File: src/rtl/mks_pkg.sv
// types, constants and register indexes shared by the keypad scanner modules
package mks_pkg;

    localparam int ROWS = 4;
    localparam int COLS = 4;

    localparam int ROW_W   = 2;
    localparam int COL_W   = 2;
    localparam int LINE_W  = 4;
    localparam int CODE_W  = 8;
    localparam int MAP_W   = 64;
    localparam int COUNT_W = 16;

    localparam logic [LINE_W-1:0] COL_MASK = LINE_W'((1 << COLS) - 1);

    localparam logic [CODE_W-1:0]  NO_KEY_RESET   = 8'd255;
    localparam logic [COUNT_W-1:0] DEBOUNCE_RESET = 16'd20;

    // configuration register indexes
    localparam logic [1:0] REG_KEY_MAP_LOW    = 2'd0;
    localparam logic [1:0] REG_KEY_MAP_HIGH   = 2'd1;
    localparam logic [1:0] REG_NO_KEY_CODE    = 2'd2;
    localparam logic [1:0] REG_DEBOUNCE_TICKS = 2'd3;

    typedef enum logic [1:0] {
        PH_SCAN     = 2'd0,
        PH_DEBOUNCE = 2'd1,
        PH_HOLD     = 2'd2,
        PH_RELEASED = 2'd3
    } t_phase;

    typedef struct packed {
        t_phase               phase;
        logic [ROW_W-1:0]     row;
        logic [COL_W-1:0]     col;
        logic [COUNT_W-1:0]   count;
    } t_state;

    typedef struct packed {
        logic [MAP_W-1:0]     key_map_high;
        logic [MAP_W-1:0]     key_map_low;
        logic [CODE_W-1:0]    no_key_code;
        logic [COUNT_W-1:0]   debounce_ticks;
    } t_cfg;

    typedef struct packed {
        logic [LINE_W-1:0]    row_drive;
        logic                 key_valid;
        logic                 scan_empty;
        logic [CODE_W-1:0]    key_code;
    } t_result;

endpackage

File: src/rtl/matrix_keypad_scanner.sv
// top level of the 4x4 keypad scanner: stream ports, configuration and state registers
// Each accepted tick request carries the column levels sampled for the row driven
// so far and yields exactly one result through the output register: the row levels to drive
// next, a released-key flag or an empty-scan flag, and the key code. A new tick is
// taken every clock; the only limit is the single output register, which takes a
// new result whenever it is empty or its result is taken in the same cycle.
// Configuration writes are taken at once and should only be issued while idle.
module matrix_keypad_scanner
    import mks_pkg::*;
(
    input  logic                 i_clk,
    input  logic                 i_rst_n,
    input  logic                 s_axis_tvalid,
    output logic                 s_axis_tready,
    input  logic [7:0]           s_axis_tdata,   // [3:0] column_levels
    output logic                 m_axis_tvalid,
    input  logic                 m_axis_tready,
    output logic [15:0]          m_axis_tdata,   // [3:0] row_drive, [11:4] key_code
    output logic [1:0]           m_axis_tuser,   // [0] key_valid, [1] scan_empty
    input  logic                 i_cfg_valid,
    output logic                 o_cfg_ready,
    input  logic [1:0]           i_cfg_index,
    input  logic [MAP_W-1:0]     i_cfg_data
);

    t_cfg    r_cfg;
    t_state  r_state;
    t_state  n_state;
    t_result r_out;
    t_result n_result;
    logic    r_out_valid;
    logic    in_accept;

    assign s_axis_tready = !r_out_valid || m_axis_tready;
    assign in_accept     = s_axis_tvalid && s_axis_tready;
    assign o_cfg_ready   = 1'b1;

    mks_step u_step (
        .i_state         (r_state),
        .i_cfg           (r_cfg),
        .i_column_levels (s_axis_tdata[LINE_W-1:0]),
        .o_next_state    (n_state),
        .o_result        (n_result)
    );

    always_ff @(posedge i_clk) begin
        if (!i_rst_n) begin
            r_cfg.key_map_low    <= '0;
            r_cfg.key_map_high   <= '0;
            r_cfg.no_key_code    <= NO_KEY_RESET;
            r_cfg.debounce_ticks <= DEBOUNCE_RESET;
        end else if (i_cfg_valid) begin
            case (i_cfg_index)
                REG_KEY_MAP_LOW:    r_cfg.key_map_low    <= i_cfg_data;
                REG_KEY_MAP_HIGH:   r_cfg.key_map_high   <= i_cfg_data;
                REG_NO_KEY_CODE:    r_cfg.no_key_code    <= i_cfg_data[CODE_W-1:0];
                REG_DEBOUNCE_TICKS: r_cfg.debounce_ticks <= i_cfg_data[COUNT_W-1:0];
                default: begin
                end
            endcase
        end
    end

    always_ff @(posedge i_clk) begin
        if (!i_rst_n) begin
            r_state.phase <= PH_SCAN;
            r_state.row   <= '0;
            r_state.col   <= '0;
            r_state.count <= '0;
            r_out_valid   <= 1'b0;
        end else begin
            if (in_accept) begin
                r_state     <= n_state;
                r_out_valid <= 1'b1;
            end else if (m_axis_tready) begin
                r_out_valid <= 1'b0;
            end
        end
    end

    always_ff @(posedge i_clk) begin
        if (in_accept) begin
            r_out <= n_result;
        end
    end

    assign m_axis_tvalid = r_out_valid;
    assign m_axis_tdata  = {4'b0, r_out.key_code, r_out.row_drive};
    assign m_axis_tuser  = {r_out.scan_empty, r_out.key_valid};

`ifndef SYNTHESIS
    a_flags_exclusive: assert property (@(posedge i_clk) disable iff (!i_rst_n)
        r_out_valid |-> !(r_out.key_valid && r_out.scan_empty))
        else $error("key_valid and scan_empty both set");

    a_release_rows: assert property (@(posedge i_clk) disable iff (!i_rst_n)
        (in_accept && n_result.key_valid) |=>
            (r_state.phase == PH_RELEASED) && (r_out.row_drive == '1))
        else $error("rows not released after key release");

    a_debounce_count: assert property (@(posedge i_clk) disable iff (!i_rst_n)
        (r_state.phase == PH_DEBOUNCE) |-> (r_state.count != '0))
        else $error("debouncing with zero count");

    a_released_home: assert property (@(posedge i_clk) disable iff (!i_rst_n)
        (r_state.phase == PH_RELEASED) |-> (r_state.row == '0) && (r_state.col == '0))
        else $error("released phase away from row 0 column 0");
`endif

endmodule

File: src/rtl/mks_step.sv
// one scan tick: next scan state and the result for one column sample
module mks_step
    import mks_pkg::*;
(
    input  t_state             i_state,
    input  t_cfg               i_cfg,
    input  logic [LINE_W-1:0]  i_column_levels,
    output t_state             o_next_state,
    output t_result            o_result
);

    logic [LINE_W-1:0]  pressed;
    logic [LINE_W-1:0]  cand;
    logic [ROW_W-1:0]   row_eff;
    logic [COL_W-1:0]   col_eff;
    logic [COL_W-1:0]   first_col;
    logic               col_down;
    logic               last_row;
    logic               last_col;
    logic               confirm_tick;
    logic [3:0]         map_idx;
    logic [2*MAP_W-1:0] key_map;

    always_comb begin
        pressed  = ~i_column_levels & COL_MASK;
        row_eff  = (int'(i_state.row) >= ROWS) ? '0 : i_state.row;
        col_eff  = (int'(i_state.col) >= COLS) ? '0 : i_state.col;
        cand     = pressed & (LINE_W'(4'hF << col_eff));
        col_down = pressed[col_eff];
        last_row = (int'(row_eff) + 1) >= ROWS;
        last_col = (int'(col_eff) + 1) >= COLS;
        // count at one or zero means this sample is the confirming one
        confirm_tick = (i_state.count <= COUNT_W'(1));
        first_col = '0;
        for (int c = LINE_W - 1; c >= 0; c--) begin
            if (cand[c]) begin
                first_col = COL_W'(c);
            end
        end
    end

    // next state
    always_comb begin
        o_next_state     = i_state;
        o_next_state.row = row_eff;
        o_next_state.col = col_eff;
        case (i_state.phase)
            PH_SCAN: begin
                if (cand != '0) begin
                    o_next_state.col = first_col;
                    if (i_cfg.debounce_ticks == '0) begin
                        o_next_state.phase = PH_HOLD;
                    end else begin
                        o_next_state.count = i_cfg.debounce_ticks;
                        o_next_state.phase = PH_DEBOUNCE;
                    end
                end else begin
                    o_next_state.col = '0;
                    o_next_state.row = last_row ? '0 : row_eff + ROW_W'(1);
                end
            end
            PH_DEBOUNCE: begin
                if (!confirm_tick) begin
                    o_next_state.count = i_state.count - COUNT_W'(1);
                end else begin
                    o_next_state.count = '0;
                    if (col_down) begin
                        o_next_state.phase = PH_HOLD;
                    end else begin
                        o_next_state.phase = PH_SCAN;
                        if (last_col) begin
                            o_next_state.col = '0;
                            o_next_state.row = last_row ? '0 : row_eff + ROW_W'(1);
                        end else begin
                            o_next_state.col = col_eff + COL_W'(1);
                        end
                    end
                end
            end
            PH_HOLD: begin
                if (!col_down) begin
                    o_next_state.row   = '0;
                    o_next_state.col   = '0;
                    o_next_state.phase = PH_RELEASED;
                end
            end
            default: begin
                o_next_state.row   = '0;
                o_next_state.col   = '0;
                o_next_state.phase = PH_SCAN;
            end
        endcase
    end

    // result
    always_comb begin
        key_map  = {i_cfg.key_map_high, i_cfg.key_map_low};
        map_idx  = {row_eff, col_eff};
        o_result = '0;
        case (i_state.phase)
            PH_SCAN: begin
                o_result.scan_empty = (cand == '0) && last_row;
            end
            PH_DEBOUNCE: begin
                o_result.scan_empty = confirm_tick && !col_down && last_col && last_row;
            end
            PH_HOLD: begin
                o_result.key_valid = !col_down;
            end
            default: begin
                o_result.key_valid = 1'b0;
            end
        endcase
        if (o_result.scan_empty) begin
            o_result.key_code = i_cfg.no_key_code;
        end else if (o_result.key_valid) begin
            o_result.key_code = key_map[map_idx*CODE_W +: CODE_W];
        end
        if (o_next_state.phase == PH_RELEASED) begin
            o_result.row_drive = '1;
        end else begin
            o_result.row_drive = ~(LINE_W'(1) << o_next_state.row);
        end
    end

endmodule

File: config.mk
export PLATFORM = sky130hd
export DESIGN_NAME = matrix_keypad_scanner
export DESIGN_NICKNAME = d
export VERILOG_FILES = /design/src/rtl/mks_pkg.sv /design/src/rtl/matrix_keypad_scanner.sv /design/src/rtl/mks_step.sv
export SDC_FILE = /design/constraint.sdc
export NUM_CORES = 1
export LEC_CHECK = 0
export ABC_AREA = 1
export BUFFER_PORTS_ARGS = -buffer_cell sky130_fd_sc_hd__buf_2
export CAP_MARGIN = 25
export CORE_UTILIZATION = 40
export CTS_CLUSTER_DIAMETER = 150
export DETAILED_ROUTE_END_ITERATION = 6
export REMOVE_ABC_BUFFERS = 1
export SLEW_MARGIN = 10
export SYNTH_ARGS = -nofsm -noshare
export SYNTH_HDL_FRONTEND = slang
export SYNTH_SLANG_ARGS = --single-unit
File: constraint.sdc
create_clock -name i_clk -period 5.6 [get_ports i_clk]
set_clock_uncertainty 0.15 [all_clocks]
set_input_delay 1.12 -clock i_clk [delete_from_list [all_inputs] [get_ports i_clk]]
set_output_delay 1.12 -clock i_clk [all_outputs]
set_load 0.005 [all_outputs]
==> results of run 1 <==
[worst min-delay path: stages, from the launching register on]
cell and delay [ns]:
dfxtp_1 0.30, inv_1 0.06, a21oi_1 0.05
[Yosys cell counts, drive strengths merged]
cell type  count  share of area, %
a41oi          1             0.099
nor3           7              0.51
xnor2          4              0.40
a21oi         87               4.9
nand3         49               2.9
ha             5              0.71
nand2        151               6.6
o211ai        12               1.0
o22ai          7              0.50
clkinv         1             0.042
xor2           7              0.69
inv           96               4.1
and2           1             0.071
nand4          7              0.50
conb           2             0.085
a211oi         1              0.23
edfxtp        14               4.8
dfxtp        175                40
o21ai        254                14
buf           30               2.2
clkbuf        53               2.3
nor2         312                13
[how the worst max path moves through the flow]
stage | cells past startpoint | endpoint | slack [ns]
after floorplan | 5 | r_cfg[100] | 1.79
after global placement | 8 | r_cfg[66] | 2.24
after detailed placement | 8 | r_cfg[68] | 2.22
after CTS | 11 | r_state[11] | 2.63
after global routing | 11 | r_state[14] | 2.42
final | 11 | r_state[11] | 2.61
[registers in the layout, indices dropped and copies added, names as in the netlist]
name,cells
r_cfg,152
r_state,22
m_axis_tdata,12
m_axis_tuser,2
m_axis_tvalid,1
[per-layer routing]
layer,share of wire [%],vias up,global-route usage [%]
li1,-,4233,-
met1,48,3765,30.33
met2,46,202,35.65
met3,4.6,20,4.182
met4,1.5,0,5.850
met5,0,-,0
[stage by stage]
step | area, sq um | setup slack (ns)
6_report | 9977 | 2.609
5_1_grt | 9977 | 2.418
4_1_cts | 9950 | 2.628
3_5_place_dp | 9366 | 2.222
3_3_place_gp | 9366 | 2.239
2_1_floorplan | 8462 | 1.786
[power breakdown]
part	switching (mW)	leakage [nW]	internal, mW
Clock	0.544	0.287	0.677
Combinational	0.381	2.53	0.195
Sequential	0.0523	1.57	1.44
[cell type report]
type                    instances  area [sq um]  share of cell area, %
multi-input cells             910          4183                  41.92
inverters                      97         364.1                  3.649
clock buffers                  21         450.4                  4.515
well taps                     280         350.3                  3.511
flip-flops and latches        189          3926                  39.35
repair buffers                103         570.5                  5.719
clock inverters                11         132.6                  1.329
[kinds of logic (layout without fill, tap and decap cells)]
| group | Yosys count | after routing | synth area share, % |
|---|---|---|---|
| DFF | 189 | 189 | 44.37 |
| other | 2 | 5 | 0.08492 |
| and+or+nand+nor | 527 | 527 | 24.01 |
| buffers and inverters | 180 | 232 | 8.560 |
| xor gates and xnor gates | 11 | 11 | 1.089 |
| adders and majority gates | 5 | 5 | 0.7074 |
| AOI/OAI and AO/OA | 362 | 362 | 21.18 |
[cells in the final DEF, fill, tap and decap left out, types with 2 or more instances in the layout]
cell type  count
xnor2_1        4
dfxtp_2        2
nand2_1      145
buf_4         13
nor2_2         7
clkbuf_1       3
dfxtp_1      173
o211ai_1      12
nor3_1         5
inv_6          3
conb_1         5
xor2_1         7
a21oi_1       87
buf_2         89
nand3_2        2
edfxtp_1      14
inv_1         87
clkinv_4       4
inv_2          9
clkbuf_16     17
bufinv_16      2
o21ai_1       13
nand3_1       47
o21ai_0      240
nor2_1       305
nand2_2        5
nand4_1        7
o22ai_1        7
ha_1           5
==> impl_metrics.csv, run 1 <==
group,metric,value,unit
outcome,status,"complete, no violations",
critical_path,startpoint,"r_state[16]",
synth,netlist_area,8843,sq um
clock_network,cts.sinks,189,
clock_network,cts.path.max_buffers,2,
critical_path,crit_required,5.78,ns
global_route,grt.overflow.total,0,
timing,max_slew.worst_pin.slew,0.8780,ns
critical_path,cp_max_fo,35,
critical_path,critPathArrivalTime,3.17,ns
clock_network,htreeDepth,4,
final_layout,antennaDiodeCount,0,
synth,ys_seq_area_share,44.37,%
timing,setup_tns,0,ns
die,die_w,150.7,um
global_route,antenna_found_initial,0,
clock_network,cts_root_buf,"clkbuf_16",
hold_path,hold_path_class,"flip-flop to flip-flop",
timing,hold_viol,0,
final_layout,drive_above_1_share,12.17,%
placement,port_buffers,90,
die,coreArea,21760,sq um
critical_path,cp-start-kind,"flip-flop",
placement,place_congestion,0.8852,
route,ant_nets,0,
critical_path,reg2reg_to,"r_state[11]",
die,core.rowCount,54,
route,vias,8220,
route,dr.pass1.iters,5,
synth,yosys_register_bits,189,
synth,avgSynthCellArea,6.931,sq um
critical_path,crit_family,"simple AND/OR/NAND/NOR gates",
timing,period_share,53.41,%
timing,clock.fmax,334.3,MHz
die,die_h,150.7,um
synth,synth_cells,1276,
route,via_per_inst,5.102,
die,io_pins,100,
power,leakage,4.386,nW
global_route,grt_use_total,22.16,%
clock_network,clk_latency,0.43,ns
critical_path,crit_type,"flip-flop to flip-flop",
hold_path,hold-path-endpoint,"r_cfg[70]",
power,p_total,3.294,mW
critical_path,cp.buffers_inverters,2,
route,wire_per_inst,14.96,um
clock_network,cts_made_buffers,17,
clock_network,cts_tree,"yes",
timing,hold_slack,0.3027,ns
die,dieArea,22710,sq um
clock_network,post-cts-setup-buffers,0,
synth,yosysWarnings,0,
placement,place_hpwl,15.01,mm
critical_path,reg2regPathDepth,11,
final_layout,nets,1402,
timing,layout_min_cycle_time,2.991,ns
critical_path,cp-end-kind,"flip-flop",
timing,max_slew_margin,41.40,%
route,drt-initial-drc-count,613,
synth,synthDistinctLibCells,34,
final_layout,stdcell_count,1611,
critical_path,max_stage_delay,0.63,ns
flow_run,max_cap_viol_count,0,
power,p_per_area,330.2,nW/um^2
critical_path,reg2reg_from,"r_state[16]",
global_route,grt_pass1_wl,39.08,mm
global_route,grt_pass1_vias,7486,
final_layout,fillers,2336,
hold_path,hold_depth,2,
die,start_util,40.65,%
critical_path,path_common_cell,"nor2_1",
clock_network,cts_resized,0,
clock_network,cts.clk_slew.worst_paths,0.07,ns
route,routed_wl,24.09,mm
global_route,grt_max_degree,120,
route,drc,0,
hold_path,min_from,"r_cfg[70]",
critical_path,path_cells,"inv_2 > ha_1 > inv_1 > nor2_1 > nor2_2 > nand2_2 > o21ai_2 > nor2_1 > nand2_1 > nor2_1 > nor2_1",
clock_network,hold_buffers,0,
final_layout,area_growth,12.82,%
power,peakVddDrop,228.5,uV
timing,slew_violations,0,
final_layout,post-route-util,45.86,%
placement,post-place-cells,1578,
timing,rsz0062_at_grt,"false",
critical_path,crit_path_top_delay_cell,"inv_2",
timing,setup_violations,0,
critical_path,ff2ff_setup_slack,2.61,ns
(Power assumes the default switching activity.)
==> inputs of run 2 (changes only) <==
- clock period: 5.6 -> 2.9 ns (I/O delays scaled with it)
==> run 2 against run 1 <==
  * Critical endpoint unchanged
  * Maximum frequency is 25% higher
  * Global-route usage shrank 0.38 points
  * Clock-buffer cell count is 2 lower
  * Design area is 0.70% higher
  * Sequential power grew 92%
  * Largest cell class unchanged
==> impl_metrics.csv, run 2 (synthesis results as in run 1) <==
group,metric,value,unit
critical_path,cp_max_fo,16,
global_route,grt_pass1_wl,38.60,mm
global_route,grt.overflow.total,0,
clock_network,cts.path.max_buffers,2,
route,drc,0,
power,peakVddDrop,449.4,uV
clock_network,cts_resized,0,
placement,place_hpwl,15.44,mm
final_layout,area_growth,13.61,%
critical_path,cp-end-kind,"flip-flop",
die,die_h,150.7,um
die,coreArea,21760,sq um
timing,max_slew.worst_pin.slew,0.7489,ns
timing,rsz0062_at_grt,"false",
final_layout,final_cell_mix,"nor2_1 (305), o21ai_0 (240), dfxtp_1 (173)",
placement,port_buffers,90,
final_layout,antennaDiodeCount,0,
clock_network,htreeDepth,4,
die,start_util,40.65,%
final_layout,stdcell_area,10050,sq um
route,wire_per_inst,14.72,um
final_layout,largest_reg_flops,152,
critical_path,ff2ff_setup_slack,0.51,ns
final_layout,regMostFlops,"r_cfg",
global_route,grt_use_total,21.78,%
timing,slew_violations,0,
critical_path,critPathArrivalTime,2.57,ns
clock_network,cts_tree,"yes",
clock_network,cts_made_buffers,17,
final_layout,post-route-util,46.18,%
die,die_w,150.7,um
global_route,grt_pass1_vias,7466,
clock_network,hold_buffers,0,
global_route,antenna_found_initial,0,
final_layout,fillers,2267,
global_route,grt_max_degree,86,
route,drt-initial-drc-count,500,
critical_path,cp-start-kind,"flip-flop",
timing,hold_viol,0,
clock_network,clk_latency,0.44,ns
critical_path,crit_required,3.08,ns
critical_path,startpoint,"r_state[16]",
timing,period_share,82.47,%
final_layout,nets,1410,
final_layout,layout_commonest_cell,"nor2_1",
timing,setup_violations,0,
hold_path,min_from,"i_cfg_data[61]",
placement,post-place-cells,1587,
clock_network,post-cts-setup-buffers,0,
clock_network,cts_root_buf,"clkbuf_16",
die,dieArea,22710,sq um
power,p_per_area,628.0,nW/um^2
critical_path,crit_type,"flip-flop to flip-flop",
final_layout,seq_area,3926,sq um
critical_path,reg2reg_from,"r_state[16]",
timing,clock.fmax,418.1,MHz
final_layout,drive_above_1_share,12.92,%
flow_run,max_cap_viol_count,0,
final_layout,multi_input_area,4183,sq um
route,vias,8206,
placement,place_congestion,0.8589,
placement,placed_cell_area,9472,sq um
die,io_pins,100,
final_layout,stdcell_count,1619,
timing,layout_min_cycle_time,2.392,ns
route,dr.pass1.iters,5,
timing,max_slew_margin,50.08,%
clock_network,cts.sinks,189,
route,via_per_inst,5.069,
hold_path,hold_path_class,"primary input to flip-flop",
route,routed_wl,23.84,mm
die,core.rowCount,54,
power,leakage,4.421,nW
clock_network,cts.clk_slew.worst_paths,0.07,ns
outcome,status,"complete, no violations",
route,ant_nets,0,
==> run 2: cell types whose count changed in the layout (fill, tap and decap cells not counted), moves of 2 or more <==
cell        delta
clkbuf_1       -3
bufinv_16      -2
inv_8          +5
clkinvlp_4     +3
buf_4          +6
buf_12         +3
==> run 2: worst paths after layout <==
path                                    end  cells after the start
worst min register to register    r_cfg[98]                      2
worst max register to register  r_state[11]                      9
worst min-delay path             r_cfg[149]                      3
worst max-delay path            r_state[11]                      9
==> run 2: power breakdown <==
part           switching (mW)  internal, mW  total, mW
sequential             0.0922          2.79       2.88
clock                    1.11          1.18       2.30
combinational           0.743         0.392       1.14
==> run 2: layer usage <==
layer | global-route usage, % | share of wire [%]
met5 | 0 | 0
met3 | 3.545 | 4.4
met4 | 6.900 | 1.7
met2 | 35.69 | 46
met1 | 29.15 | 48
==> run 2: metrics by stage <==
stage                     power (mW)  setup slack [ns]  setup TNS, ns  hold WS [ns]
final                          6.309            0.5084              0        0.2278
after global routing           6.642            0.3111              0        0.2299
after CTS                      6.361            0.5431              0        0.2102
after detailed placement       4.071            0.5571              0        0.2950
after global placement         4.059            0.5899              0        0.2882
after floorplan                3.655           -0.8976         -50.57        0.2791
==> run 2: critical path, cell delays in order (launching register included) <==
cell and delay, ns:
dfxtp_2 0.43, ha_1 0.33, nor2_1 0.18, nor2_2 0.06, nand2_2 0.14, o21ai_2 0.09
nor2_1 0.54, nand2_1 0.19, nor2_1 0.13, nor2_1 0.04
==> run 2: layout make-up <==
| class | count | share of cell area, % |
|---|---|---|
| inverters | 97 | 3.624 |
| multi-input cells | 910 | 41.63 |
| repair buffers | 111 | 6.451 |
| well taps | 280 | 3.487 |
| clock inverters | 13 | 1.220 |
| clock buffers | 19 | 4.508 |
| flip-flops and latches | 189 | 39.08 |
==> inputs of run 3 (changes only) <==
- clock period: 2.9 -> 2.4 ns (I/O delays scaled with it)
==> run 3 against run 2 <==
  * Design area increased by 0.56%
  * Register-to-register slack got worse by 0.26 ns
  * Maximum frequency increased by 11%
  * Critical path type unchanged
  * Utilization increased by 0.26 points
  * Combinational power increased by 22%
  * Hold slack got worse by 0.089 ns
  * Global-route usage increased by 0.072 points
  * Die area unchanged
  * Clock power increased by 26%
  * Sequential share of layout area decreased by 0.22 points
==> impl_metrics.csv, run 3 (synthesis results as in run 1) <==
group,metric,value,unit
final_layout,area_growth,14.25,%
critical_path,cp-start-kind,"flip-flop",
die,core.rowCount,54,
timing,max_slew.worst_pin.slew,0.8941,ns
critical_path,path_cells,"ha_1 > nor2_1 > nor2_2 > nand2_2 > nand2_1 > nand2_1 > a21oi_1 > nand2_1 > nor2_1 > nand2_1",
timing,setup_violations,0,
critical_path,cp_max_fo,7,
route,dr.pass1.iters,5,
critical_path,ff2ff_setup_slack,0.25,ns
route,wire_per_inst,14.77,um
final_layout,regMostFlops,"r_cfg",
route,via_per_inst,5.098,
timing,layout_min_cycle_time,2.148,ns
power,p_total,7.769,mW
final_layout,multi_input_area,4183,sq um
critical_path,crit_required,2.43,ns
final_layout,post-route-util,46.44,%
critical_path,crit_type,"flip-flop to flip-flop",
critical_path,path_common_cell,"nand2_1",
placement,place_congestion,0.8654,
die,io_pins,100,
final_layout,layout_commonest_cell,"nor2_1",
timing,hold_viol,0,
clock_network,clk_latency,0.42,ns
clock_network,cts_tree,"yes",
global_route,grt.overflow.total,0,
critical_path,cp-end-kind,"flip-flop",
placement,place_hpwl,15.04,mm
global_route,antenna_found_initial,1,
hold_path,hold_depth,3,
critical_path,reg2regPathDepth,10,
critical_path,cp.buffers_inverters,0,
clock_network,cts.path.max_buffers,2,
final_layout,antennaDiodeCount,0,
power,p_per_area,768.9,nW/um^2
critical_path,reg2reg_from,"r_state[17]",
timing,slew_violations,0,
timing,period_share,89.51,%
placement,post-place-cells,1589,
timing,setup_ws,0.2518,ns
global_route,grt_pass1_vias,7643,
route,drt-initial-drc-count,680,
hold_path,hold_path_class,"primary input to flip-flop",
die,die_w,150.7,um
die,dieArea,22710,sq um
clock_network,post-cts-setup-buffers,0,
critical_path,crit_family,"simple AND/OR/NAND/NOR gates",
outcome,status,"complete, no violations",
final_layout,stdcell_count,1620,
global_route,grt_max_degree,118,
final_layout,nets,1412,
timing,rsz0062_at_grt,"false",
power,peakVddDrop,489.8,uV
critical_path,startpoint,"r_state[17]",
critical_path,crit_cells,10,
route,routed_wl,23.93,mm
power,leakage,4.456,nW
timing,clock.fmax,465.5,MHz
route,ant_nets,0,
placement,placed_cell_area,9499,sq um
clock_network,cts.clk_slew.worst_paths,0.07,ns
clock_network,cts_root_buf,"clkbuf_16",
final_layout,stdcell_area,10100,sq um
die,die_h,150.7,um
clock_network,cts.sinks,189,
clock_network,cts_resized,0,
route,drc,0,
timing,hold_slack,0.1390,ns
die,coreArea,21760,sq um
final_layout,final_cell_mix,"nor2_1 (305), o21ai_0 (240), dfxtp_1 (173)",
global_route,grt_pass1_wl,38.83,mm
critical_path,critPathArrivalTime,2.18,ns
clock_network,cts_made_buffers,17,
timing,max_slew_margin,40.39,%
critical_path,critical_path.endpoint,"m_axis_tdata[0]",
final_layout,seq_area,3926,sq um
placement,port_buffers,90,
timing,setup_tns,0,ns
clock_network,htreeDepth,4,
final_layout,largest_reg_flops,152,
global_route,grt_use_total,21.85,%
die,start_util,40.65,%
critical_path,reg2reg_to,"m_axis_tdata[0]",
critical_path,max_stage_delay,0.41,ns
final_layout,fillers,2274,
flow_run,max_cap_viol_count,0,
clock_network,hold_buffers,0,
placement,place_ws,0.2639,ns
critical_path,crit_path_top_delay_cell,"dfxtp_2",
route,vias,8259,
final_layout,drive_above_1_share,12.99,%
==> run 3: cell count changes in the layout (fill, tap and decap cells not counted) <==
cell,delta
buf_12,+1
inv_8,-5
bufinv_16,+2
inv_4,+2
clkinv_4,-1
clkbuf_16,+1
inv_6,+1
buf_4,+1
clkinvlp_4,-3
clkinv_2,+2
==> run 3: worst register-to-register path, cell delays in order, from the launching register on <==
cell,delay [ns]
dfxtp_2,0.41
ha_1,0.30
nor2_1,0.10
nor2_2,0.12
nand2_2,0.13
nand2_1,0.10
nand2_1,0.08
a21oi_1,0.24
nand2_1,0.13
nor2_1,0.11
nand2_1,0.05
==> run 3: cell type report <==
| cell class | count | share of cell area, % |
|---|---|---|
| clock buffers | 20 | 4.731 |
| clock inverters | 11 | 1.251 |
| inverters | 97 | 3.604 |
| multi-input cells | 910 | 41.40 |
| flip-flops and latches | 189 | 38.86 |
| well taps | 280 | 3.468 |
| repair buffers | 113 | 6.687 |
==> run 3: worst min path at each step <==
| stage | start | to |
|---|---|---|
| floorplan | r_cfg[100] | r_cfg[100] |
| global placement | r_cfg[36] | r_cfg[36] |
| detailed placement | r_cfg[36] | r_cfg[36] |
| CTS | i_cfg_data[33] | r_cfg[121] |
| global route | i_cfg_data[53] | r_cfg[77] |
| finish | i_cfg_data[33] | r_cfg[121] |
==> run 3: where the power goes <==
part / total, mW / internal [mW] / switching, mW
combinational: 1.39 / 0.486 / 0.905
clock: 2.90 / 1.66 / 1.24
sequential: 3.48 / 3.37 / 0.107
==> run 3: routing by layer <==
layer	up-vias	track usage, %	wire [um]
met3	35	3.576	994
met1	3790	29.11	11310
met2	180	35.32	11080
met5	-	0	0
met4	0	8.350	546
li1	4254	-	-
